## src/rtl/csq_pkg.sv

```systemverilog
// Shared constants, types and elaboration-time table functions for the CORDIC
// sine/cosine unit. This file depends on nothing else.
package csq_pkg;

    // Fixed widths of the external fields.
    localparam int IN_W  = 40;
    localparam int OUT_W = 32;

    // Default configuration and the length of the arctangent table.
    localparam int ITER_DEF    = 32;
    localparam int FRAC_DEF    = 30;
    localparam int TABLE_STEPS = 14;

    // 2/pi as an unsigned fraction with 64 fraction bits.
    localparam logic [63:0] TWO_OVER_PI_Q64 = 64'hA2F9836E4E44152A;

    // Quadrant and sign information that travels alongside each item.
    typedef struct packed {
        logic       neg;
        logic [1:0] quad;
    } t_side;

    // Upper half of the full 128-bit product of two unsigned 64-bit values.
    function automatic logic [63:0] mul_hi(input logic [63:0] a, input logic [63:0] b);
        logic [127:0] prod;
        prod = {64'd0, a} * {64'd0, b};
        return prod[127:64];
    endfunction

    // Unsigned long division by shift and subtract, used only at elaboration.
    function automatic logic [63:0] udiv(input logic [63:0] num, input logic [63:0] den);
        logic [64:0] rem;
        logic [63:0] quo;
        rem = '0;
        quo = '0;
        for (int b = 63; b >= 0; b--) begin
            rem = {rem[63:0], num[b]};
            if (rem >= {1'b0, den}) begin
                rem    = rem - {1'b0, den};
                quo[b] = 1'b1;
            end
        end
        return quo;
    endfunction

    // Round a 64-bit fraction to nearest at f fraction bits.
    function automatic logic [63:0] q64_to_frac(input logic [63:0] v, input int f);
        logic [63:0] half;
        half = 64'd1 << (63 - f);
        return (v + half) >> (64 - f);
    endfunction

    // Arctangent of 2^-i in radians as a 64-bit fraction, from its Taylor series.
    function automatic logic [63:0] atan_q64(input int i);
        logic [63:0] sum;
        logic [63:0] term;
        int          e;
        sum = '0;
        for (int k = 0; k < 32; k++) begin
            e = i * (2 * k + 1);
            if (e < 64) begin
                term = udiv(64'd1 << (64 - e), 64'(2 * k + 1));
                if (k % 2 == 1) begin
                    sum = sum - term;
                end else begin
                    sum = sum + term;
                end
            end
        end
        return sum;
    endfunction

    // Step angle of one rotation stage in quads at f fraction bits.
    function automatic logic [63:0] step_angle(input int i, input int f);
        logic [63:0] v;
        if (i == 0) begin
            v = q64_to_frac(64'd1 << 63, f);
        end else if (i < TABLE_STEPS) begin
            v = q64_to_frac(mul_hi(atan_q64(i), TWO_OVER_PI_Q64), f);
        end else begin
            v = q64_to_frac(mul_hi(atan_q64(TABLE_STEPS - 1), TWO_OVER_PI_Q64), f)
                >> (i - (TABLE_STEPS - 1));
        end
        return v;
    endfunction

    // Inverse of the CORDIC gain over the given number of stages, at f fraction bits.
    function automatic logic [63:0] k_value(input int iters, input int f);
        logic [63:0] p;
        logic [63:0] kk;
        logic [63:0] t;
        p  = 64'd1 << 62;
        kk = '0;
        for (int i = 0; i < iters; i++) begin
            if (2 * i < 64) begin
                p = p + (p >> (2 * i));
            end
        end
        for (int b = 63; b >= 0; b--) begin
            t = kk | (64'd1 << b);
            if (mul_hi(mul_hi(t, t), p) <= (64'd1 << 62)) begin
                kk = t;
            end
        end
        return q64_to_frac(kk, f);
    endfunction

endpackage

```

## src/rtl/csq_prep.sv

```systemverilog
// Input stage of the CORDIC sine/cosine unit: angle magnitude and quadrant split.
// Depends on csq_pkg.
module csq_prep #(
    parameter int FRAC_BITS = csq_pkg::FRAC_DEF,
    parameter int ZW        = FRAC_BITS + 2
) (
    input  logic                        i_clk,
    input  logic                        i_rst_n,
    input  logic                        i_valid,
    input  logic [csq_pkg::IN_W-1:0]    i_angle,
    output logic                        o_valid,
    output logic signed [ZW-1:0]        o_z,
    output csq_pkg::t_side              o_side
);

    logic [csq_pkg::IN_W-1:0]   neg_angle;
    logic [csq_pkg::IN_W-1:0]   mag;
    logic [csq_pkg::IN_W+1:0]   mag_x;
    logic                       r_valid;
    logic signed [ZW-1:0]       r_z;
    csq_pkg::t_side             r_side;
    logic signed [ZW-1:0]       n_z;
    csq_pkg::t_side             n_side;

    // Magnitude of the angle; the most negative input saturates.
    always_comb begin
        neg_angle = ~i_angle + 1'b1;
        if (!i_angle[csq_pkg::IN_W-1]) begin
            mag = i_angle;
        end else if (neg_angle[csq_pkg::IN_W-1]) begin
            mag = {1'b0, {(csq_pkg::IN_W - 1){1'b1}}};
        end else begin
            mag = neg_angle;
        end
        mag_x       = {2'b00, mag};
        n_side.neg  = i_angle[csq_pkg::IN_W-1];
        n_side.quad = mag_x[FRAC_BITS+1:FRAC_BITS];
        n_z         = {2'b00, mag_x[FRAC_BITS-1:0]};
    end

    // Valid bit is control state; the payload needs no reset.
    always_ff @(posedge i_clk) begin
        if (!i_rst_n) begin
            r_valid <= 1'b0;
        end else begin
            r_valid <= i_valid;
        end
    end

    always_ff @(posedge i_clk) begin
        r_z    <= n_z;
        r_side <= n_side;
    end

    assign o_valid = r_valid;
    assign o_z     = r_z;
    assign o_side  = r_side;

endmodule

```

## config.mk

```make
export PLATFORM = sky130hd
export DESIGN_NAME = csq_prep
export DESIGN_NICKNAME = d
export VERILOG_FILES = /design/src/rtl/csq_pkg.sv /design/src/rtl/csq_prep.sv
export SDC_FILE = /design/constraint.sdc
export NUM_CORES = 1
export LEC_CHECK = 0
export BUFFER_PORTS_ARGS = -buffer_cell sky130_fd_sc_hd__buf_2
export CAP_MARGIN = 20
export CORE_ASPECT_RATIO = 1.75
export CORE_MARGIN = 1.5
export CORE_UTILIZATION = 45
export CTS_CLUSTER_SIZE = 40
export DETAILED_ROUTE_END_ITERATION = 6
export HOLD_SLACK_MARGIN = 0.02
export PLACE_DENSITY = 0.8
export SYNTH_ARGS = -nofsm -noshare
export SYNTH_HDL_FRONTEND = slang
export SYNTH_SLANG_ARGS = --single-unit
```

## constraint.sdc

```tcl
create_clock -name i_clk -period 2.3 [get_ports i_clk]
set_clock_uncertainty 0.05 [all_clocks]
set_input_delay 0.345 -clock i_clk [delete_from_list [all_inputs] [get_ports i_clk]]
set_output_delay 0.345 -clock i_clk [all_outputs]
set_load 0.02 [all_outputs]
```

; Word-level counts from Yosys, hierarchy flattened
; Cells that the tools add are included.
[classes]
n_addsub = 1
n_mux = 2
bitwise = 1
[ops]
columns = operator, count
row1 = 2-to-1 mux 32 bit, 2
row2 = adder 40 x 1 -> 40 bit (second input constant), 1
row3 = inverter 40 bit, 1
[word_totals]
reg_bits = 34
inputBits = 43
output_inout_bits = 36

; Depth between registers and ports, before layout
[depth]
depth_word = 4
mapped_depth = 7
mapped_depth_nobuf = 6

; Worst setup path after synthesis
; No wires, ideal clock.
[synth_path]
kind = input-to-reg
startpoint = in i_angle[11] in the netlist's numbering
endpoint = reg r_z[29] (netlist: o_z[29])
arrival_ns = 2.038
required_time_ns = 2.191
setup_slack_ns = 0.153
path_stages = 7
cell_sequence = or4_4 -> nand4bb_4 -> or2_4 -> or3_1 -> buf_6 -> buf_8 -> nand2_1
[synth_via]
elab_chain_cells = 4
[synth_lines]
columns = element, line
row1 = "start, declared", csq_prep.sv:10  ; input logic [csq_pkg::IN_W-1:0] i_angle,
row2 = inverter 40 bit, csq_prep.sv:27  ; neg_angle = ~i_angle + 1'b1;
row3 = adder 40 x 1 -> 40 bit, csq_prep.sv:27
row4 = 2-to-1 mux 32 bit, csq_prep.sv:30  ; end else if (neg_angle[csq_pkg::IN_W-1]) begin
row5 = 2-to-1 mux 32 bit, csq_prep.sv:28  ; if (!i_angle[csq_pkg::IN_W-1]) begin
row6 = "net mag, one bit", csq_prep.sv:17  ; logic [csq_pkg::IN_W-1:0] mag;
row7 = "end signal, assigned", csq_prep.sv:51  ; r_z <= n_z;
row8 = "end, declared", csq_prep.sv:20  ; logic signed [ZW-1:0] r_z;
; The timed path passes the listed nets, and every way through them passes these cells.
; A chain may end at the register's enable or synchronous reset.

; Worst setup path after layout
[layout_path]
startpoint = in i_angle[11] in the netlist's numbering
endpoint = reg r_z[18] (netlist: o_z[18])
; Same word-level chain as after synthesis.

==> flow_summary.ini <==
[global_routing]
antenna_found_initial = 0
grt_pass1_vias = 1483
grt_pass1_wl_um = 5837
grt_overflow = 0
grt_max_degree = 25
grtUsageTotal_pct = 18.99

[layout]
fin_nets = 311
design_area_um2 = 2180
diodes = 0
final_core_util_pct = 64.14
fillerInstances = 311
area_growth_pct = 34.73
drive_above_1_share_pct = 36.94

[pwr]
pwr-share-comb_pct = 20.7
vdd_ir_drop_max_v = 0.0005147
p_leak_nw = 1.063
p_int_w = 0.001091
p_sw_share_pct = 26.60
clock_power_share_pct = 34.8
powerDensity_nw_per_um2 = 681.7
switching_power_w = 0.0003953
p_seq_share_pct = 44.5

[route]
wl_um = 3771
ant_nets = 0
vias = 1586
drt_iter0_drc = 33
viasPerCell = 5.067
drc = 0
wire_per_inst_um = 12.05
first_pass_iters = 4

[clock_tree]
cts_max_path_buffers = 2
cts_buffers = 5
root_buffer = clkbuf_8
cts.repair.resized = 0
clock-sinks = 34
ctsHoldBuffers = 0
cts_setup_buffers = 0
path_clk_slew_ps = 60
cts_max_level = 2
cts_tree = built

[critical_path]
max_stage_delay_ps = 550
cp_max_fo = 19
crit_end = o_z[18]$_DFF_P_
cpMaxStageDelayCell = or4_4
path_class = primary input to flop
critPathBufInv = 2
crit_start = i_angle[11]
worstPathCellList = buf_2 -> or4_4 -> nand4bb_4 -> or2_4 -> or3_1 -> buf_4 -> nand2_1
cp.depth = 7
endpoint_kind = flop
path_delay_family = simple AND/OR/NAND/NOR gates
start_kind = primary input
worstPathRequired_ps = 2470
arrival_ps = 2200

[synthesis]
yosysWarnings = 0
yosysSeqAreaShare_pct = 42.07
synth_cell_types = 32
yosys.area.top_type = dfxtp_1
synth-seq-cells = 34
syn_area_um2 = 1618
synthCells = 181
dominantRegCellSynth = dfxtp_1
synth_top_area_share_pct = 42.07
async_flop_share_pct = 0
synth_edf_count = 0
synth.top_cells.by_area = dfxtp_1, xor2_1, nand2_1, o41ai_1, o31ai_1
avgSynthCellArea_um2 = 8.938

[place]
post_dp_cell_area_um2 = 2073
pre_cts_ws_ps = -1.043
io_buffers = 76
dp_hpwl_um = 2915
place_congestion = 0.8491

[die]
dieArea_um2 = 3978
die_x_um = 48.33
core-area_um2 = 3398
die_h_um = 82.32
ios = 79
rows = 28
start_util_pct = 47.61

[min_path]
hold_class = primary input to flop
whs_path_depth = 2

[sta]
setup_ws_ps = 267.3
finalSetupViolCount = 0
fmax_mhz = 492.0
tns_ps = 0
hold_viol = 0
finalCriticalPeriod_ps = 2033
rsz0062_at_grt = false
min_period_over_period_pct = 88.38
slew_viol_final = 0

[flow_run]
cap_violations = 0

[run_status]
status = complete, no violations
-- state kept, by name, summed over array words and instances, names as in the netlist --
signal / cells
o_valid: 1
o_side: 3
o_z: 30
-- worst min-delay path by stage --
stage	startpoint	to	slack, ps
after floorplan	i_angle[39]	o_side[2]$_DFF_P_	320
after global placement	i_valid	o_valid$_SDFF_PN0_	490
after detailed placement	i_angle[31]	o_side[1]$_DFF_P_	510
after CTS	i_angle[30]	o_side[0]$_DFF_P_	210
after global routing	i_angle[30]	o_side[0]$_DFF_P_	220
final	i_angle[31]	o_side[1]$_DFF_P_	210
-- power by group through the flow --
stage	logic, W	registers, W	clock network [W]
after floorplan	0.0000995	0.000754	0
after global placement	0.000302	0.000673	0
after detailed placement	0.000308	0.000673	0
after CTS	0.000310	0.000661	0.000534
after global routing	0.000333	0.000665	0.000558
final	0.000307	0.000661	0.000518
-- Yosys cell counts, types with 2 or more instances --
cell,n
buf_8,2
nor3_1,3
dfxtp_1,34
o21ai_0,10
o41ai_1,9
nand4_1,3
nand2_1,36
nand3_1,4
nor2_1,12
mux2i_1,2
buf_4,2
clkbuf_1,5
inv_1,3
or3_1,3
o31ai_1,9
xor2_1,25
nor4_1,4
-- final cells by class --
class / count / area [um^2] / share of cell area, %
Multi-Input combinational cell: 135 / 854.6 / 39.21
Sequential cell: 34 / 680.7 / 31.23
Timing Repair Buffer: 88 / 470.5 / 21.58
Clock buffer: 7 / 76.32 / 3.502
Tap cell: 45 / 56.30 / 2.583
Clock inverter: 1 / 30.03 / 1.378
Inverter: 3 / 11.26 / 0.5166
-- cells in the final DEF, fill, tap and decap left out, drive strengths merged, types with 4 or more instances in the layout --
cell type  instances
buf               88
clkbuf             7
dfxtp             34
nand2             36
nand3              4
nor2              12
nor4               5
o21ai             10
o31ai              9
o41ai              9
xor2              25
-- stage by stage --
stage          power (W)  hold slack, ps  instances
4_1_cts         0.001505           205.5        313
3_3_place_gp   0.0009756           493.3        305
5_1_grt         0.001556           217.4        313
2_1_floorplan  0.0008533           322.7        182
3_5_place_dp   0.0009813           509.7        305
6_report        0.001486           214.5        313
-- logic make-up after synthesis --
family                     synth area share [%]
adders and majority gates                0.7733
and+or+nand+nor                           22.97
muxes                                     1.237
buffers and inverters                     5.336
AOI/OAI and AO/OA                         13.30
DFF                                       42.07
other                                    0.2318
xor gates and xnor gates                  14.08
-- metal layers --
metal	wire length (um)	GRT usage (%)	up-vias	part of all wire, %
met5	0	0	-	0
met4	67	12.00	0	1.8
met3	203	4.676	5	5.4
met2	2163	37.22	53	57
met1	1336	17.45	734	35
li1	-	-	794	-
Note: power is estimated with default switching activity, not from simulation.
