==> src/rtl/csq_pkg.sv <==
// Shared constants, types and elaboration-time table functions for the CORDIC
// sine/cosine unit. This file depends on nothing else.
package csq_pkg;

    // Fixed widths of the external fields.
    localparam int IN_W  = 40;
    localparam int OUT_W = 32;

    // Default configuration and the length of the arctangent table.
    localparam int ITER_DEF    = 32;
    localparam int FRAC_DEF    = 30;
    localparam int TABLE_STEPS = 14;

    // 2/pi as an unsigned fraction with 64 fraction bits.
    localparam logic [63:0] TWO_OVER_PI_Q64 = 64'hA2F9836E4E44152A;

    // Quadrant and sign information that travels alongside each item.
    typedef struct packed {
        logic       neg;
        logic [1:0] quad;
    } t_side;

    // Upper half of the full 128-bit product of two unsigned 64-bit values.
    function automatic logic [63:0] mul_hi(input logic [63:0] a, input logic [63:0] b);
        logic [127:0] prod;
        prod = {64'd0, a} * {64'd0, b};
        return prod[127:64];
    endfunction

    // Unsigned long division by shift and subtract, used only at elaboration.
    function automatic logic [63:0] udiv(input logic [63:0] num, input logic [63:0] den);
        logic [64:0] rem;
        logic [63:0] quo;
        rem = '0;
        quo = '0;
        for (int b = 63; b >= 0; b--) begin
            rem = {rem[63:0], num[b]};
            if (rem >= {1'b0, den}) begin
                rem    = rem - {1'b0, den};
                quo[b] = 1'b1;
            end
        end
        return quo;
    endfunction

    // Round a 64-bit fraction to nearest at f fraction bits.
    function automatic logic [63:0] q64_to_frac(input logic [63:0] v, input int f);
        logic [63:0] half;
        half = 64'd1 << (63 - f);
        return (v + half) >> (64 - f);
    endfunction

    // Arctangent of 2^-i in radians as a 64-bit fraction, from its Taylor series.
    function automatic logic [63:0] atan_q64(input int i);
        logic [63:0] sum;
        logic [63:0] term;
        int          e;
        sum = '0;
        for (int k = 0; k < 32; k++) begin
            e = i * (2 * k + 1);
            if (e < 64) begin
                term = udiv(64'd1 << (64 - e), 64'(2 * k + 1));
                if (k % 2 == 1) begin
                    sum = sum - term;
                end else begin
                    sum = sum + term;
                end
            end
        end
        return sum;
    endfunction

    // Step angle of one rotation stage in quads at f fraction bits.
    function automatic logic [63:0] step_angle(input int i, input int f);
        logic [63:0] v;
        if (i == 0) begin
            v = q64_to_frac(64'd1 << 63, f);
        end else if (i < TABLE_STEPS) begin
            v = q64_to_frac(mul_hi(atan_q64(i), TWO_OVER_PI_Q64), f);
        end else begin
            v = q64_to_frac(mul_hi(atan_q64(TABLE_STEPS - 1), TWO_OVER_PI_Q64), f)
                >> (i - (TABLE_STEPS - 1));
        end
        return v;
    endfunction

    // Inverse of the CORDIC gain over the given number of stages, at f fraction bits.
    function automatic logic [63:0] k_value(input int iters, input int f);
        logic [63:0] p;
        logic [63:0] kk;
        logic [63:0] t;
        p  = 64'd1 << 62;
        kk = '0;
        for (int i = 0; i < iters; i++) begin
            if (2 * i < 64) begin
                p = p + (p >> (2 * i));
            end
        end
        for (int b = 63; b >= 0; b--) begin
            t = kk | (64'd1 << b);
            if (mul_hi(mul_hi(t, t), p) <= (64'd1 << 62)) begin
                kk = t;
            end
        end
        return q64_to_frac(kk, f);
    endfunction

endpackage

==> src/rtl/csq_fold.sv <==
// Output stage of the CORDIC sine/cosine unit: quadrant fold, sign and saturation.
// Depends on csq_pkg for the output width and the side-band type.
module csq_fold #(
    parameter int FRAC_BITS = csq_pkg::FRAC_DEF,
    parameter int XW        = FRAC_BITS + 3
) (
    input  logic                            i_clk,
    input  logic                            i_rst_n,
    input  logic                            i_valid,
    input  logic signed [XW-1:0]            i_x,
    input  logic signed [XW-1:0]            i_y,
    input  csq_pkg::t_side                  i_side,
    output logic                            o_valid,
    output logic signed [csq_pkg::OUT_W-1:0] o_sine,
    output logic signed [csq_pkg::OUT_W-1:0] o_cosine
);

    localparam int EW = (XW > csq_pkg::OUT_W) ? XW : csq_pkg::OUT_W + 1;
    localparam logic signed [EW-1:0] SAT_HI = EW'((64'd1 << (csq_pkg::OUT_W - 1)) - 64'd1);
    localparam logic signed [EW-1:0] SAT_LO = -SAT_HI - EW'(1);

    logic signed [XW-1:0]             c1;
    logic signed [XW-1:0]             s1;
    logic signed [XW-1:0]             c2;
    logic signed [XW-1:0]             s2;
    logic signed [XW-1:0]             s3;
    logic signed [EW-1:0]             s_ext;
    logic signed [EW-1:0]             c_ext;
    logic signed [csq_pkg::OUT_W-1:0] n_sine;
    logic signed [csq_pkg::OUT_W-1:0] n_cosine;
    logic                             r_valid;
    logic signed [csq_pkg::OUT_W-1:0] r_sine;
    logic signed [csq_pkg::OUT_W-1:0] r_cosine;

    // Fold the quadrant and the input sign back into sine and cosine.
    always_comb begin
        if (i_side.quad[0]) begin
            c1 = -i_y;
            s1 = i_x;
        end else begin
            c1 = i_x;
            s1 = i_y;
        end
        if (i_side.quad[1]) begin
            c2 = -c1;
            s2 = -s1;
        end else begin
            c2 = c1;
            s2 = s1;
        end
        s3 = i_side.neg ? -s2 : s2;
    end

    // Saturate each result to the signed output range.
    always_comb begin
        s_ext = EW'(s3);
        c_ext = EW'(c2);
        if (s_ext > SAT_HI) begin
            n_sine = SAT_HI[csq_pkg::OUT_W-1:0];
        end else if (s_ext < SAT_LO) begin
            n_sine = SAT_LO[csq_pkg::OUT_W-1:0];
        end else begin
            n_sine = s_ext[csq_pkg::OUT_W-1:0];
        end
        if (c_ext > SAT_HI) begin
            n_cosine = SAT_HI[csq_pkg::OUT_W-1:0];
        end else if (c_ext < SAT_LO) begin
            n_cosine = SAT_LO[csq_pkg::OUT_W-1:0];
        end else begin
            n_cosine = c_ext[csq_pkg::OUT_W-1:0];
        end
    end

    always_ff @(posedge i_clk) begin
        if (!i_rst_n) begin
            r_valid <= 1'b0;
        end else begin
            r_valid <= i_valid;
        end
    end

    always_ff @(posedge i_clk) begin
        r_sine   <= n_sine;
        r_cosine <= n_cosine;
    end

    assign o_valid  = r_valid;
    assign o_sine   = r_sine;
    assign o_cosine = r_cosine;

endmodule

==> config.mk <==
export PLATFORM = sky130hd
export DESIGN_NAME = csq_fold
export DESIGN_NICKNAME = d
export VERILOG_FILES = /design/src/rtl/csq_pkg.sv /design/src/rtl/csq_fold.sv
export SDC_FILE = /design/constraint.sdc
export NUM_CORES = 1
export LEC_CHECK = 0
export BUFFER_PORTS_ARGS = -buffer_cell sky130_fd_sc_hd__buf_2
export CAP_MARGIN = 20
export CORE_MARGIN = 3
export CORE_UTILIZATION = 60
export CTS_BUF_LIST = sky130_fd_sc_hd__clkbuf_16
export CTS_CLUSTER_DIAMETER = 30
export DETAILED_ROUTE_END_ITERATION = 7
export HOLD_SLACK_MARGIN = 0.02
export PLACE_DENSITY = 0.95
export RECOVER_POWER = 100
export SLEW_MARGIN = 20
export SYNTH_ARGS = -nofsm -noshare
export SYNTH_HDL_FRONTEND = slang
export SYNTH_SLANG_ARGS = --single-unit
==> constraint.sdc <==
create_clock -name i_clk -period 13.8 [get_ports i_clk]
set_clock_uncertainty 0.05 [all_clocks]
set_input_delay 2.76 -clock i_clk [delete_from_list [all_inputs] [get_ports i_clk]]
set_output_delay 2.76 -clock i_clk [all_outputs]
set_load 0.01 [all_outputs]
=== Word level (Yosys, flattened, before mapping) ===
Cells that the tools add are included.
Widths: inputs -> output; s select.

* Register bits after elaboration: 65
* Latch bits: 0
* Memory bits (writable): 0
* ROM bits: 0
* Input port bits: 72
* Output and inout port bits: 65
* Word-level logic and storage cells: 18
* Memories: 0

* Add/sub/neg operators: 4
* Multipliers: 0
* Divide/modulo/power cells: 0
* Magnitude comparators: 4
* Eq/ne operators: 0
* Shift operators: 0
* Multiplexer cells: 7
* Bitwise logic cells: 0
* Reduce and logical (&&, ||, !) cells: 0

{| class="wikitable"
|+ Operators with widths
! operator !! count
|-
| $mux 33 || 5
|-
| $neg 33->33 || 4
|-
| $gt 33x32->1 const B || 2
|-
| $lt 33x32->1 const B || 2
|-
| $mux 32 || 2
|}

=== Depth between registers and ports, before layout ===
* Depth in word-level cells: 7
* Gate-level depth with buffers: 19

=== Worst setup path before layout ===
No wires, ideal clock.

* Kind: input -> register
* Start point: input i_side[0] in the netlist's numbering
* End point: register r_cosine (netlist bit o_cosine[30])
* Data arrival time: 6.784 ns
* Data required time: 13.623 ns
* Path slack: 6.839 ns
* Cell stages on the path: 17
* Path buffers: 8
* Cells stage by stage: buf_4 > buf_4 > buf_4 > buf_2 > buf_2 > buf_1 > buf_1 > clkbuf_1 > mux2i_1 > ha_1 > and3_1 > and4b_1 > nand4b_1 > or2_2 > o31ai_1 > xor2_1 > maj3_1

* Cells in the longest elaborated chain, start to end: 5
* Elaborated cells on any way between the ends: 6
* Classes of those cells: add/sub (1); order compare (2); mux (3)

{| class="wikitable"
|+ RTL lines
! what !! line !! RTL
|-
| from (decl) || csq_fold.sv:12 || <nowiki>input csq_pkg::t_side i_side,</nowiki>
|-
| $mux 33 * || csq_fold.sv:37 || <nowiki>if (i_side.quad[0]) begin</nowiki>
|-
| $neg 33->33 || csq_fold.sv:45 || <nowiki>c2 = -c1;</nowiki>
|-
| $mux 33 * || csq_fold.sv:44 || <nowiki>if (i_side.quad[1]) begin</nowiki>
|-
| $lt 33x32->1 || csq_fold.sv:67 || <nowiki>end else if (c_ext < SAT_LO) begin</nowiki>
|-
| $mux 32 || csq_fold.sv:67 ||
|-
| to (signal assigned) || csq_fold.sv:84 || <nowiki>r_cosine <= n_cosine;</nowiki>
|-
| to (decl) || csq_fold.sv:33 || <nowiki>logic signed [csq_pkg::OUT_W-1:0] r_cosine;</nowiki>
|}

Mark *: on every way between the ends. The rest lies on a longest branch, timed or not.
A chain may end at the register's enable or synchronous reset.

=== Worst setup path after layout ===
* Start point: input i_side[0] in the netlist's numbering
* End point: register r_sine (netlist bit o_sine[0])

* Cells in the longest elaborated chain, start to end: 7
* Elaborated cells on any way between the ends: 8
* Classes of those cells: add/sub (2); order compare (2); mux (4)

{| class="wikitable"
|+ RTL lines
! what !! line !! RTL
|-
| $mux 33 * || csq_fold.sv:37 ||
|-
| $neg 33->33 || csq_fold.sv:46 || <nowiki>s2 = -s1;</nowiki>
|-
| $mux 33 * || csq_fold.sv:44 ||
|-
| $neg 33->33 || csq_fold.sv:51 || <nowiki>s3 = i_side.neg ? -s2 : s2;</nowiki>
|-
| $mux 33 * || csq_fold.sv:51 ||
|-
| $lt 33x32->1 || csq_fold.sv:60 || <nowiki>end else if (s_ext < SAT_LO) begin</nowiki>
|-
| $mux 32 || csq_fold.sv:60 ||
|-
| to (signal assigned) || csq_fold.sv:83 || <nowiki>r_sine <= n_sine;</nowiki>
|-
| to (decl) || csq_fold.sv:32 || <nowiki>logic signed [csq_pkg::OUT_W-1:0] r_sine;</nowiki>
|}

Marks and branches as above.

==> run metrics <==
status=finished, violations left; failing checks=capacitance limit, slew limit; Max Slew Vio Count=slightly below 90; Post-Syn Instances=between 700 and 800; Max Buffers Root-to-Sink=2; number of I/O pins=137; fmax=about 0.1 GHz; share of cells above drive strength 1=15.3%; Synth cell types=75; Crit. End Element=register; count of state elements after synthesis=between 60 and 70; Multi-input gate area=around 0.0045 mm²; Post-Syn Area=between 0.006 and 0.007 mm²; Critical Path RT=between 10,000 and 15,000 ps; WL/cell=between 15 and 20 µm; Synth area leader=dfxtp_1; DR DRC count=0; clk slew on worst S/H paths=60 ps; Congestion Overflow GR=0; WHS Path Cells=2; via count of the routed design=6,361; Final GP Congestion=0.955; normalized max-slew margin=-168%; max_cap viols=1; power per cell area=between 100 and 150 mW/mm²; min cycle time layout=about 10,000 ps; # rows=36; CP Class=input pin to register; Hold EP=o_valid; LEAKAGE=between 0.002 and 0.003 µW; Hold Crit Start=i_valid; Main synth FF type=dfxtp_1; syn avg cell area=roughly 8 µm²; Pre-antenna DRT Iters=5; Final Cell Area=about 0.007 mm²; fill count=~820; Vias/cell=around 6.4; critical path arrival=between 10,000 and 15,000 ps; Setup TNS Final=0 ps; Mapped Nets=about 830; DP Area=around 0.0068 mm²; H-tree Lvls=3; final setup fails=0; peak supply drop=about 0.000076 V; share of the synthesized area in the top cell type=about a fifth; initial DRC count=692; yosys warns=0; register area=roughly 0.0013 mm²; Hold Fails Final Rpt=0; worst-path fanout max=86; hold buffer count at cts=0; Die Span Y=between 100 and 150 µm; Antenna Violating Nets Remaining=0; first-pass GRT wire length=approximately 28 mm; Tot Pwr=about 740 µW; largest net degree at the start of global routing=slightly below 90; post-CTS sizing=0; Commonest cells post-synth=xnor2_1, dfxtp_1, nand2_1; RSZ-0062 raised after global routing=false; Seq/Total Area, Yosys=between 20% and 30%; EDFF count, synth=0; ranking of synthesized cells by area=dfxtp_1, xnor2_1, mux2i_1, xor2_1, maj3_1; Final nets=931; crit share post-route=about three quarters; total CTS buffers=9; die area=approximately 0.012 mm²; Routed Wire Length=about 17 mm; core area=0.00991 mm²; port bufs=136; # Post-CTS Setup Buffers=0; initial antenna violation count=4; Die W=~110 µm; CTS tree=built; count leader, synth=xnor2_1; slew at the pin closest to its max-slew limit=approximately 4000 ps; Initial Util=about 62%; CTS root buf=clkbuf_16; Area Growth Syn to Fin=12.4%; Tightest Hold Check Type=input pin to register; DP HPWL=around 13 mm; vias in the first global route=between 5,000 and 6,000; crit path launch type=input pin; Async SR Flop Fraction=0%; CTS Sinks=65; gr usage total=just under 30%
-- flip-flops by register name, summed over array words and instances (netlist names) --
| name | cells |
|---|---|
| o_valid | 1 |
| o_cosine | 32 |
| o_sine | 32 |
-- how the worst max path moves through the flow --
stage,start,to,slack (ps),depth (start not counted)
3_3_place_gp,i_side[0],o_sine[0],6040,13
5_1_grt,i_side[0],o_sine[0],3030,13
6_report,i_side[0],o_sine[0],3690,13
4_1_cts,i_side[0],o_sine[0],6080,13
2_1_floorplan,i_side[0],o_cosine[30],6840,17
3_5_place_dp,i_side[0],o_sine[0],5770,13
-- final cells by class --
class / instances / area share [%]
Antenna cell: 2 / 0.0720
Clock buffer: 9 / 3.24
Timing Repair Buffer: 142 / 9.20
Tap cell: 133 / 2.39
Clock inverter: 6 / 1.10
Inverter: 15 / 0.810
Multi-Input combinational cell: 622 / 64.5
Sequential cell: 65 / 18.7
-- worst max-delay path, stage by stage --
cell and delay, ps:
buf_4 300, clkbuf_1 2850, nor4b_1 630, o221ai_1 520
or4b_1 770, o31ai_1 340, xor2_1 170, nor4_1 380
nand3_1 180, o41ai_1 570, xnor2_2 120, buf_4 250
maj3_1 390
-- stage by stage --
| step | worst slack [ps] | util (%) | hold WS [ps] | cells |
|---|---|---|---|---|
| after floorplan | 6840 | - | 2830 | 758 |
| after global placement | 6040 | 68.4 | 2910 | 976 |
| after detailed placement | 5770 | 68.4 | 2920 | 977 |
| after CTS | 6080 | 71.5 | 2580 | 992 |
| after global routing | 3030 | 70.1 | 2580 | 994 |
| final | 3690 | 70.1 | 2570 | 994 |
-- per-layer routing --
layer | share of wire, % | track usage, % | vias to the layer above
met3 | 9.6 | 6.00 | 82
li1 | - | - | 2974
met5 | 0.040 | 0 | -
met1 | 38 | 35.2 | 2911
met2 | 48 | 49.5 | 392
met4 | 3.8 | 13.4 | 2
-- cell families after synthesis --
group	after synthesis	synth area share [%]
DFF	65	21.0
muxes	53	8.78
xor gates and xnor gates	114	16.4
buffers and inverters	71	5.89
AOI/OAI and AO/OA	164	18.0
adders and majority gates	39	6.66
and+or+nand+nor	252	23.3
-- report_power, final --
group	switching, µW	total, µW	leakage, µW	internal [µW]
Sequential	12.5	246	0.000548	234
Combinational	158	262	0.00181	104
Clock	80.0	235	0.000155	155
-- cells in the final DEF (no fill, tap or decap), types with 6 or more instances in the layout --
cell type / count
o21ai_0: 53
mux2i_1: 43
nor3_1: 23
nor4_1: 24
nor2_1: 34
or4_1: 12
and2_1: 6
nor2b_1: 9
or2_2: 13
or3_1: 12
a21oi_1: 34
and3_1: 8
xnor2_1: 80
clkbuf_16: 9
inv_1: 16
nand2_1: 59
a31oi_1: 9
dfxtp_1: 65
buf_2: 70
clkbuf_1: 67
o31ai_1: 25
mux2_2: 10
nand4_1: 8
maj3_1: 34
xor2_1: 31
nand3_1: 10
Power figures use the tool's default switching activity.
