<file path="src/rtl/csq_pkg.sv">
// Shared constants, types and elaboration-time table functions for the CORDIC
// sine/cosine unit. This file depends on nothing else.
package csq_pkg;

    // Fixed widths of the external fields.
    localparam int IN_W  = 40;
    localparam int OUT_W = 32;

    // Default configuration and the length of the arctangent table.
    localparam int ITER_DEF    = 32;
    localparam int FRAC_DEF    = 30;
    localparam int TABLE_STEPS = 14;

    // 2/pi as an unsigned fraction with 64 fraction bits.
    localparam logic [63:0] TWO_OVER_PI_Q64 = 64'hA2F9836E4E44152A;

    // Quadrant and sign information that travels alongside each item.
    typedef struct packed {
        logic       neg;
        logic [1:0] quad;
    } t_side;

    // Upper half of the full 128-bit product of two unsigned 64-bit values.
    function automatic logic [63:0] mul_hi(input logic [63:0] a, input logic [63:0] b);
        logic [127:0] prod;
        prod = {64'd0, a} * {64'd0, b};
        return prod[127:64];
    endfunction

    // Unsigned long division by shift and subtract, used only at elaboration.
    function automatic logic [63:0] udiv(input logic [63:0] num, input logic [63:0] den);
        logic [64:0] rem;
        logic [63:0] quo;
        rem = '0;
        quo = '0;
        for (int b = 63; b >= 0; b--) begin
            rem = {rem[63:0], num[b]};
            if (rem >= {1'b0, den}) begin
                rem    = rem - {1'b0, den};
                quo[b] = 1'b1;
            end
        end
        return quo;
    endfunction

    // Round a 64-bit fraction to nearest at f fraction bits.
    function automatic logic [63:0] q64_to_frac(input logic [63:0] v, input int f);
        logic [63:0] half;
        half = 64'd1 << (63 - f);
        return (v + half) >> (64 - f);
    endfunction

    // Arctangent of 2^-i in radians as a 64-bit fraction, from its Taylor series.
    function automatic logic [63:0] atan_q64(input int i);
        logic [63:0] sum;
        logic [63:0] term;
        int          e;
        sum = '0;
        for (int k = 0; k < 32; k++) begin
            e = i * (2 * k + 1);
            if (e < 64) begin
                term = udiv(64'd1 << (64 - e), 64'(2 * k + 1));
                if (k % 2 == 1) begin
                    sum = sum - term;
                end else begin
                    sum = sum + term;
                end
            end
        end
        return sum;
    endfunction

    // Step angle of one rotation stage in quads at f fraction bits.
    function automatic logic [63:0] step_angle(input int i, input int f);
        logic [63:0] v;
        if (i == 0) begin
            v = q64_to_frac(64'd1 << 63, f);
        end else if (i < TABLE_STEPS) begin
            v = q64_to_frac(mul_hi(atan_q64(i), TWO_OVER_PI_Q64), f);
        end else begin
            v = q64_to_frac(mul_hi(atan_q64(TABLE_STEPS - 1), TWO_OVER_PI_Q64), f)
                >> (i - (TABLE_STEPS - 1));
        end
        return v;
    endfunction

    // Inverse of the CORDIC gain over the given number of stages, at f fraction bits.
    function automatic logic [63:0] k_value(input int iters, input int f);
        logic [63:0] p;
        logic [63:0] kk;
        logic [63:0] t;
        p  = 64'd1 << 62;
        kk = '0;
        for (int i = 0; i < iters; i++) begin
            if (2 * i < 64) begin
                p = p + (p >> (2 * i));
            end
        end
        for (int b = 63; b >= 0; b--) begin
            t = kk | (64'd1 << b);
            if (mul_hi(mul_hi(t, t), p) <= (64'd1 << 62)) begin
                kk = t;
            end
        end
        return q64_to_frac(kk, f);
    endfunction

endpackage

</file>
<file path="src/rtl/csq_cell.sv">
// One rotation cell of the CORDIC chain: a single shift-add micro-rotation.
// Depends on csq_pkg for the step angle and the side-band type.
module csq_cell #(
    parameter int STAGE     = 0,
    parameter int FRAC_BITS = csq_pkg::FRAC_DEF,
    parameter int XW        = FRAC_BITS + 3,
    parameter int ZW        = FRAC_BITS + 2
) (
    input  logic                    i_clk,
    input  logic                    i_rst_n,
    input  logic                    i_valid,
    input  logic signed [XW-1:0]    i_x,
    input  logic signed [XW-1:0]    i_y,
    input  logic signed [ZW-1:0]    i_z,
    input  csq_pkg::t_side          i_side,
    output logic                    o_valid,
    output logic signed [XW-1:0]    o_x,
    output logic signed [XW-1:0]    o_y,
    output logic signed [ZW-1:0]    o_z,
    output csq_pkg::t_side          o_side
);

    localparam logic [63:0]          STEP_Q = csq_pkg::step_angle(STAGE, FRAC_BITS);
    localparam logic signed [ZW-1:0] STEP_Z = STEP_Q[ZW-1:0];

    logic signed [XW-1:0] xs;
    logic signed [XW-1:0] ys;
    logic signed [XW-1:0] n_x;
    logic signed [XW-1:0] n_y;
    logic signed [ZW-1:0] n_z;
    logic                 r_valid;
    logic signed [XW-1:0] r_x;
    logic signed [XW-1:0] r_y;
    logic signed [ZW-1:0] r_z;
    csq_pkg::t_side       r_side;

    // Rotate towards zero residual angle; a zero residual counts as positive.
    always_comb begin
        xs = i_x >>> STAGE;
        ys = i_y >>> STAGE;
        if (!i_z[ZW-1]) begin
            n_x = i_x - ys;
            n_y = i_y + xs;
            n_z = i_z - STEP_Z;
        end else begin
            n_x = i_x + ys;
            n_y = i_y - xs;
            n_z = i_z + STEP_Z;
        end
    end

    always_ff @(posedge i_clk) begin
        if (!i_rst_n) begin
            r_valid <= 1'b0;
        end else begin
            r_valid <= i_valid;
        end
    end

    always_ff @(posedge i_clk) begin
        r_x    <= n_x;
        r_y    <= n_y;
        r_z    <= n_z;
        r_side <= i_side;
    end

    assign o_valid = r_valid;
    assign o_x     = r_x;
    assign o_y     = r_y;
    assign o_z     = r_z;
    assign o_side  = r_side;

endmodule

</file>
<file path="config.mk">
export PLATFORM = sky130hd
export DESIGN_NAME = csq_cell
export DESIGN_NICKNAME = d
export VERILOG_FILES = /design/src/rtl/csq_pkg.sv /design/src/rtl/csq_cell.sv
export SDC_FILE = /design/constraint.sdc
export NUM_CORES = 1
export LEC_CHECK = 0
export BUFFER_PORTS_ARGS = -buffer_cell sky130_fd_sc_hd__buf_4
export CELL_PAD_IN_SITES_DETAIL_PLACEMENT = 1
export CELL_PAD_IN_SITES_GLOBAL_PLACEMENT = 2
export CORE_UTILIZATION = 33
export DETAILED_ROUTE_END_ITERATION = 10
export PLACE_DENSITY_LB_ADDON = 0.1
export RECOVER_POWER = 25
export SYNTH_ARGS = -nofsm -noshare
export SYNTH_HDL_FRONTEND = slang
export SYNTH_SLANG_ARGS = --single-unit
</file>
<file path="constraint.sdc">
create_clock -name i_clk -period 9.55 [get_ports i_clk]
set_clock_uncertainty 0.1 [all_clocks]
set_input_delay 1.91 -clock i_clk [delete_from_list [all_inputs] [get_ports i_clk]]
set_output_delay 1.91 -clock i_clk [all_outputs]
set_load 0.05 [all_outputs]
</file>
# After elaboration in Yosys (flattened, before gate mapping)

Index checks and enable logic that the tools add are counted.

Output and inout port bits: 102
ROM bits: 0
Bits in latches: 0
Memories kept: 0
Input bits: 104
Bits in writable memories: 0
Register bits after elaboration: 102

Magnitude comparators: 0
Multiply operators: 0
Equal/unequal tests: 0
Shift-type cells: 0
Divide/modulo/power cells: 0
Bitwise gates (word level): 0
$add $sub $neg: 5
Muxes and demuxes: 3
Reductions and logical operators: 0

Operator list:

| cell                                                                  | count |
|---|---|
| 33-bit two-way mux                                                    | 2 |
| 33-bit subtractor                                                     | 2 |
| 33-bit adder                                                          | 1 |
| 32-bit by 31-bit adder with 32-bit output, second input constant      | 1 |
| 32-bit two-way mux                                                    | 1 |
| 32-bit by 31-bit subtractor with 32-bit output, second input constant | 1 |

# Depth between registers and ports, before layout

Gate-level depths: netlist of run 1.

Word-level depth: 2
Mapped depth: 13

# Worst setup path before layout of run 1

OpenSTA, ideal clock, no wires.

Path kind: input-to-reg
Start: in i_x[0]
End: reg r_x[32], in the netlist o_x[32]
Stages: 12
Arrival: 4.202 ns
Path slack: 5.176 ns
Path buffers: 0
Library setup time: 0.072 ns
Required time: 9.378 ns
Path through: ha_1 -> fa_1 -> nor2b_1 -> o21ai_0 -> a21oi_1 -> a21oi_1 -> o21ai_1 -> o21a_1 -> a221o_1 -> a21oi_2 -> o211a_1 -> xnor2_1

Cells in the longest elaborated chain, start to end: 2

Ends and longest elaborated chain:

| what                                                     | RTL line                       | text |
|---|---|---|
| from (decl)                                              | csq_cell.sv:12                 | `input logic signed [XW-1:0] i_x,` |
| 33-bit subtractor / 33-bit adder (equally long branches) | csq_cell.sv:42, csq_cell.sv:46 |  |
| 33-bit two-way mux (*)                                   | csq_cell.sv:41                 | `if (!i_z[ZW-1]) begin` |
| via n_x[32]                                              | csq_cell.sv:28                 | `logic signed [XW-1:0] n_x;` |
| to (signal assigned)                                     | csq_cell.sv:61                 | `r_x <= n_x;` |
| to (decl)                                                | csq_cell.sv:32                 | `logic signed [XW-1:0] r_x;` |

Mark *: on every way through the listed nets, which the timed path passes. The rest lies on a longest branch.
A chain may end at the register's enable or synchronous reset.

# Final worst setup path of run 1

Start: in i_x[4]
End: reg r_y[30], in the netlist o_y[30]

Cells in the longest elaborated chain, start to end: 2

Ends and longest elaborated chain:

| what                                                     | RTL line                       | text |
|---|---|---|
| 33-bit adder / 33-bit subtractor (equally long branches) | csq_cell.sv:43, csq_cell.sv:47 |  |
| 33-bit two-way mux (*)                                   | csq_cell.sv:41                 |  |
| via n_y[30]                                              | csq_cell.sv:29                 | `logic signed [XW-1:0] n_y;` |
| to (signal assigned)                                     | csq_cell.sv:62                 | `r_y <= n_y;` |
| to (decl)                                                | csq_cell.sv:33                 | `logic signed [XW-1:0] r_y;` |

Marked as above.

==> results.yml, run 1 <==
floorplanning:
  start_util: 0.337
  core_area_mm2: 0.0227
  rows: 55
  fp.dieH_um: 154
  die_w_um: 154
  num_io_pins: 206
  dieArea_mm2: 0.0238
grt:
  grt_pass1_wl_um: 39300
  grt.total_usage: 0.211
  grt-ovfl-total: 0
  grt_pass1_vias: 7264
  antenna_found_initial: 0
  grt_max_degree: 72
synthesis:
  ys_ff_latch: 101
  synth_area_leaders: "dfxtp_1 26%, ha_1 17%, xnor2_1 6.7%"
  syn_area_per_cell_um2: 8.35
  netlist.area_leader.share: 0.264
  synth-async-reset-ratio: 0
  netlist_area_mm2: 0.00766
  synth_cell_types: 80
  yosysTopAreaCell: "dfxtp_1"
  dominantRegCellSynth: "dfxtp_1"
  synth_edf_count: 0
  synthCells: 917
  ys_seq_area_frac: 0.264
  ys_warn_count: 0
  synth_fp_nets: 1129
placement:
  port-buffer-count: 205
  gp_congestion: 0.821
  dpl.hpwl_um: 19800
cts:
  clock-sinks: 101
  cts_buffers: 9
  clk_pin_slew_ns: 0.08
  clock-root-buffer: "clkbuf_16"
  cts_resized: 0
  cts_tree: "built"
  cts.path.max_buffers: 2
  h-tree-depth: 3
  cts_hold_buf: 0
  post_cts_buffers: 0
sta:
  hold_viol: 0
  drv_slew: 0
  relSlewSlack: 0.467
  holdWs_ns: 1.57
  setup_violations: 0
  period_needed_ns: 4.90
  rsz0062_at_grt: "false"
  worst_pin_slew_ns: 0.799
  setup_tns_ns: 0
  fin_crit_sh: 0.513
  fmax_ghz: 0.204
detailed_routing:
  routedWlPerCell_um: 18.1
  m1WireLength_um: 12100
  drc_errors: 0
  antenna_violating_nets_post_route: 0
  first_pass_iters: 4
  routed_via_density: 5.14
  met2_wirelength_um: 11700
  wirelength_um: 25000
  routed-wl-met3_um: 930
  drt_iter0_drc: 316
  highest_layer: "met4"
  num_vias: 7117
run_status:
  status: "finished, final reports clean"
power:
  vdd_ir_drop_max_v: 0.000103
  power.density_mw_per_mm2: 178
  leakage_nw: 4.51
  power.total_w: 0.00170
cells_and_area:
  regArea_mm2: 0.00202
  diodes: 0
  multi_input_area_mm2: 0.00502
  syn_to_final_growth_pct: 24.9
  drive_gt1_frac: 0.220
  fill_cells: 2739
  nets: 1306
critical_path:
  cp.arrival_ns: 5.03
  required_ns: 9.69
  end_kind: "flop"
  cp_max_fo: 11
  worstSetupPathType: "in -> reg"
  start_kind: "primary input"
min_path:
  holdPathEnd: "o_z[5]"
  whs_path_depth: 1
  hold_class: "in -> reg"
  min_from: "i_z[5]"
flow_run:
  maxCapViolCount: 0
[per-stage QoR]
stage | worst slack, ns | area, um2 | instances | utilization
2_1_floorplan | 5.18 | 7660 | 917 | -
3_3_place_gp | 4.36 | 9330 | 1368 | 0.411
3_5_place_dp | 4.35 | 9330 | 1368 | 0.411
4_1_cts | 4.73 | 9620 | 1384 | 0.424
5_1_grt | 4.51 | 9570 | 1384 | 0.421
6_report | 4.65 | 9570 | 1384 | 0.421
[cell usage in the layout, fill, tap and decap left out, types with 6 or more instances in the layout]
cell type / instances
mux2i_1: 17
clkbuf_1: 14
nand2b_1: 6
inv_1: 95
nand4_1: 10
clkbuf_4: 32
o21ai_0: 51
ha_1: 104
clkbuf_16: 9
dfxtp_1: 101
nand2_1: 40
xnor2_1: 59
nand3_1: 17
a21oi_1: 100
o31ai_1: 16
o21bai_1: 21
a31oi_1: 8
nor2_1: 66
nor3_1: 18
o21a_1: 8
buf_4: 160
a211oi_1: 11
nor2b_1: 8
a21o_1: 18
[cell usage after synthesis, types with 3 or more instances]
cell and instances:
nor2b_1 8, o41ai_1 3, ha_1 104, o211ai_1 5, a211o_1 4, mux2i_1 17
a21oi_1 100, nand3_1 17, o21a_1 8, or2_2 5, o21ai_0 51, o22ai_1 3
a211oi_1 11, a21boi_0 3, fa_1 4, buf_4 5, nor3_1 18, nand2_1 40
dfxtp_1 101, nand2b_1 6, nor2_1 66, o31ai_1 16, buf_6 7, o21ai_1 3
and2_1 4, inv_2 4, xnor2_1 59, a31oi_1 8, buf_2 11, xor2_1 3
clkbuf_1 16, and3_1 3, a21o_1 18, inv_1 96, nor4_1 5, o21bai_1 21
nand4_1 10
[worst max path at each step]
stage	end	startpoint	slack (ns)
2_1_floorplan	o_x[32]	i_x[0]	5.18
3_3_place_gp	o_y[30]	i_x[4]	4.36
3_5_place_dp	o_y[30]	i_x[4]	4.35
4_1_cts	o_y[30]	i_x[4]	4.73
5_1_grt	o_y[30]	i_x[4]	4.51
6_report	o_y[30]	i_x[4]	4.65
[state kept, by name, summed over array words and instances (netlist names)]
name	cells
o_x	33
o_y	32
o_z	32
o_side	3
o_valid	1
[kinds of logic after synthesis]
logic type                 share of synthesized area
AOI/OAI and AO/OA                              0.262
and+or+nand+nor                                0.120
buffers and inverters                         0.0802
adders and majority gates                      0.180
DFF                                            0.264
xor gates and xnor gates                      0.0709
muxes                                         0.0222
[routing by layer]
layer,vias up,global-route usage
met4,0,0.0429
met1,3404,0.286
met3,15,0.0303
met2,164,0.354
li1,3534,-
met5,-,0
[final cells by class]
cell class / instances / area share
clock buffers: 9 / 0.0235
clock inverters: 7 / 0.00706
inverters: 101 / 0.0396
multi-input cells: 675 / 0.525
flip-flops and latches: 101 / 0.211
well taps: 285 / 0.0373
repair buffers: 206 / 0.156
[where the power goes]
part	leakage [nW]	internal [W]	switching, W
logic	3.52	0.000259	0.000550
registers	0.852	0.000497	0.0000231
clock network	0.142	0.000184	0.000192
[worst max-delay path: stages]
cell,delay [ns]
buf_4,0.09
inv_1,0.04
ha_1,0.48
inv_1,0.12
a21oi_1,0.44
a21oi_1,0.16
a21oi_1,0.19
o21ai_1,0.20
o21a_1,0.35
a221o_1,0.41
a21oi_2,0.33
o22ai_1,0.14
xnor2_1,0.16
Power figures use the tool's default switching activity.
==> inputs of run 2 (changes only) <==
--- a/config.mk
+++ b/config.mk
@@ -8,7 +8,7 @@
 export BUFFER_PORTS_ARGS = -buffer_cell sky130_fd_sc_hd__buf_4
 export CELL_PAD_IN_SITES_DETAIL_PLACEMENT = 1
 export CELL_PAD_IN_SITES_GLOBAL_PLACEMENT = 2
-export CORE_UTILIZATION = 33
+export CORE_UTILIZATION = 28
 export DETAILED_ROUTE_END_ITERATION = 10
 export PLACE_DENSITY_LB_ADDON = 0.1
 export RECOVER_POWER = 25
==> constraint.sdc (replaced) <==
create_clock -name i_clk -period 4.03 [get_ports i_clk]
set_clock_uncertainty 0.1 [all_clocks]
set_input_delay 0.806 -clock i_clk [delete_from_list [all_inputs] [get_ports i_clk]]
set_output_delay 0.806 -clock i_clk [all_outputs]
set_load 0.05 [all_outputs]
==> run 2 against run 1 <==
Against the previous run: sequential share of layout area is 0.70 points lower; non-clock buffer count increased by 34; setup slack got worse by 4.3 ns; total power rose by 140%; global-route usage is 1.7 points lower; final area is 3.4% higher; combinational power up 140%; sequential cell count unchanged; wire length increased by 9.1%; clock power increased by 150%.
==> results.yml, run 2 (synthesis results as in run 1) <==
run_status:
  status: "finished, final reports clean"
grt:
  grt_pass1_vias: 7519
  grt-ovfl-total: 0
  grt_pass1_wl_um: 42100
  grt_max_degree: 71
  antenna_found_initial: 0
  grt.total_usage: 0.193
cts:
  h-tree-depth: 3
  cts_buffers: 9
  clock-root-buffer: "clkbuf_16"
  post_cts_buffers: 0
  cts.path.max_buffers: 2
  cts_hold_buf: 0
  cts_tree: "built"
  cts_resized: 0
  clk_pin_slew_ns: 0.08
  clock-sinks: 101
sta:
  relSlewSlack: 0.311
  hold_viol: 0
  worst_pin_slew_ns: 1.03
  period_needed_ns: 3.69
  setup_tns_ns: 0
  drv_slew: 0
  setup_violations: 0
  fin_crit_sh: 0.916
  fmax_ghz: 0.271
  rsz0062_at_grt: "false"
floorplanning:
  rows: 60
  start_util: 0.285
  dieArea_mm2: 0.0280
  fp.dieH_um: 167
  die_w_um: 167
  num_io_pins: 206
  core_area_mm2: 0.0269
critical_path:
  end_kind: "flop"
  cp_num_buf_inv: 3
  start_kind: "primary input"
  worst_path_max_delay_cell: "fa_1"
  cp.arrival_ns: 3.89
  cp_top_family: "compound AO/OA/AOI/OAI gates"
  worstPathCellList: "buf_4, inv_1, ha_1, fa_1, nor2b_1, o2111ai_1, nand4_1, nand2_1, o31ai_1, o41ai_1, o31ai_1, buf_4, nand4_1, a2bb2oi_2, xor2_1"
  worstSetupPathType: "in -> reg"
  required_ns: 4.23
  cp_max_fo: 3
  cp.depth: 15
  critPathMaxStageDelay_ns: 0.40
detailed_routing:
  drc_errors: 0
  routed_via_density: 4.93
  num_vias: 7263
  met2_wirelength_um: 12900
  first_pass_iters: 5
  routed-wl-met3_um: 853
  drt_iter0_drc: 265
  highest_layer: "met4"
  m1WireLength_um: 13200
  wirelength_um: 27300
  routedWlPerCell_um: 18.5
  antenna_violating_nets_post_route: 0
power:
  leakage_nw: 4.68
  vdd_ir_drop_max_v: 0.000185
  power.density_mw_per_mm2: 418
cells_and_area:
  fill_cells: 3227
  diodes: 0
  final_common_cell: "buf_4"
  largest_reg_flops: 33
  syn_to_final_growth_pct: 29.2
  nets: 1340
  fin_cells: 1474
  multi_input_area_mm2: 0.00502
  final_cell_mix: "193 x buf_4, 104 x ha_1, 101 x dfxtp_1"
  regArea_mm2: 0.00202
  drive_gt1_frac: 0.243
placement:
  port-buffer-count: 205
  gp_congestion: 0.824
  dpl.cell_count: 1458
  dpl.hpwl_um: 21800
min_path:
  whs_path_depth: 1
  hold_class: "in -> reg"
flow_run:
  maxCapViolCount: 0
==> run 2: cell types whose count changed in the layout (fill, tap and decap cells not counted) <==
cell        delta
clkbuf_1       +1
inv_6          +2
clkinv_8       +1
clkinvlp_4     -1
buf_4         +33
clkinv_4       -1
inv_8          -1
==> run 2: metal layers <==
| layer | up-vias | track usage |
|---|---|---|
| met5 | - | 0 |
| met4 | 0 | 0.0443 |
| met3 | 20 | 0.0258 |
| met2 | 163 | 0.326 |
| met1 | 3476 | 0.260 |
| li1 | 3604 | - |
==> run 2: final cells by class <==
type,instances,area share
inverter,101,0.0383
multi-input combinational,675,0.508
tap,341,0.0431
sequential,101,0.204
clock buffer,9,0.0228
clock inverter,7,0.00746
timing repair buffer,240,0.176
==> run 2: report_power, final <==
part	internal, W	switching, W
sequential	0.00118	0.0000565
clock	0.000442	0.000485
combinational	0.000645	0.00133
==> run 2: per-stage QoR <==
stage	area (um2)	worst slack, ns	power [W]	utilization	hold WS (ns)
floorplan	7660	0.760	0.00258	-	0.734
global placement	9650	0.100	0.00326	0.359	0.810
detailed placement	9650	0.0411	0.00326	0.359	0.812
CTS	9950	0.406	0.00422	0.370	0.414
global route	9890	0.159	0.00436	0.368	0.432
finish	9890	0.339	0.00414	0.368	0.452
==> run 2: final timing paths <==
check / startpoint / to / slack (ns)
hold / removal: i_z[24] / o_z[24] / 0.45
setup / recovery: i_x[0] / o_x[30] / 0.34
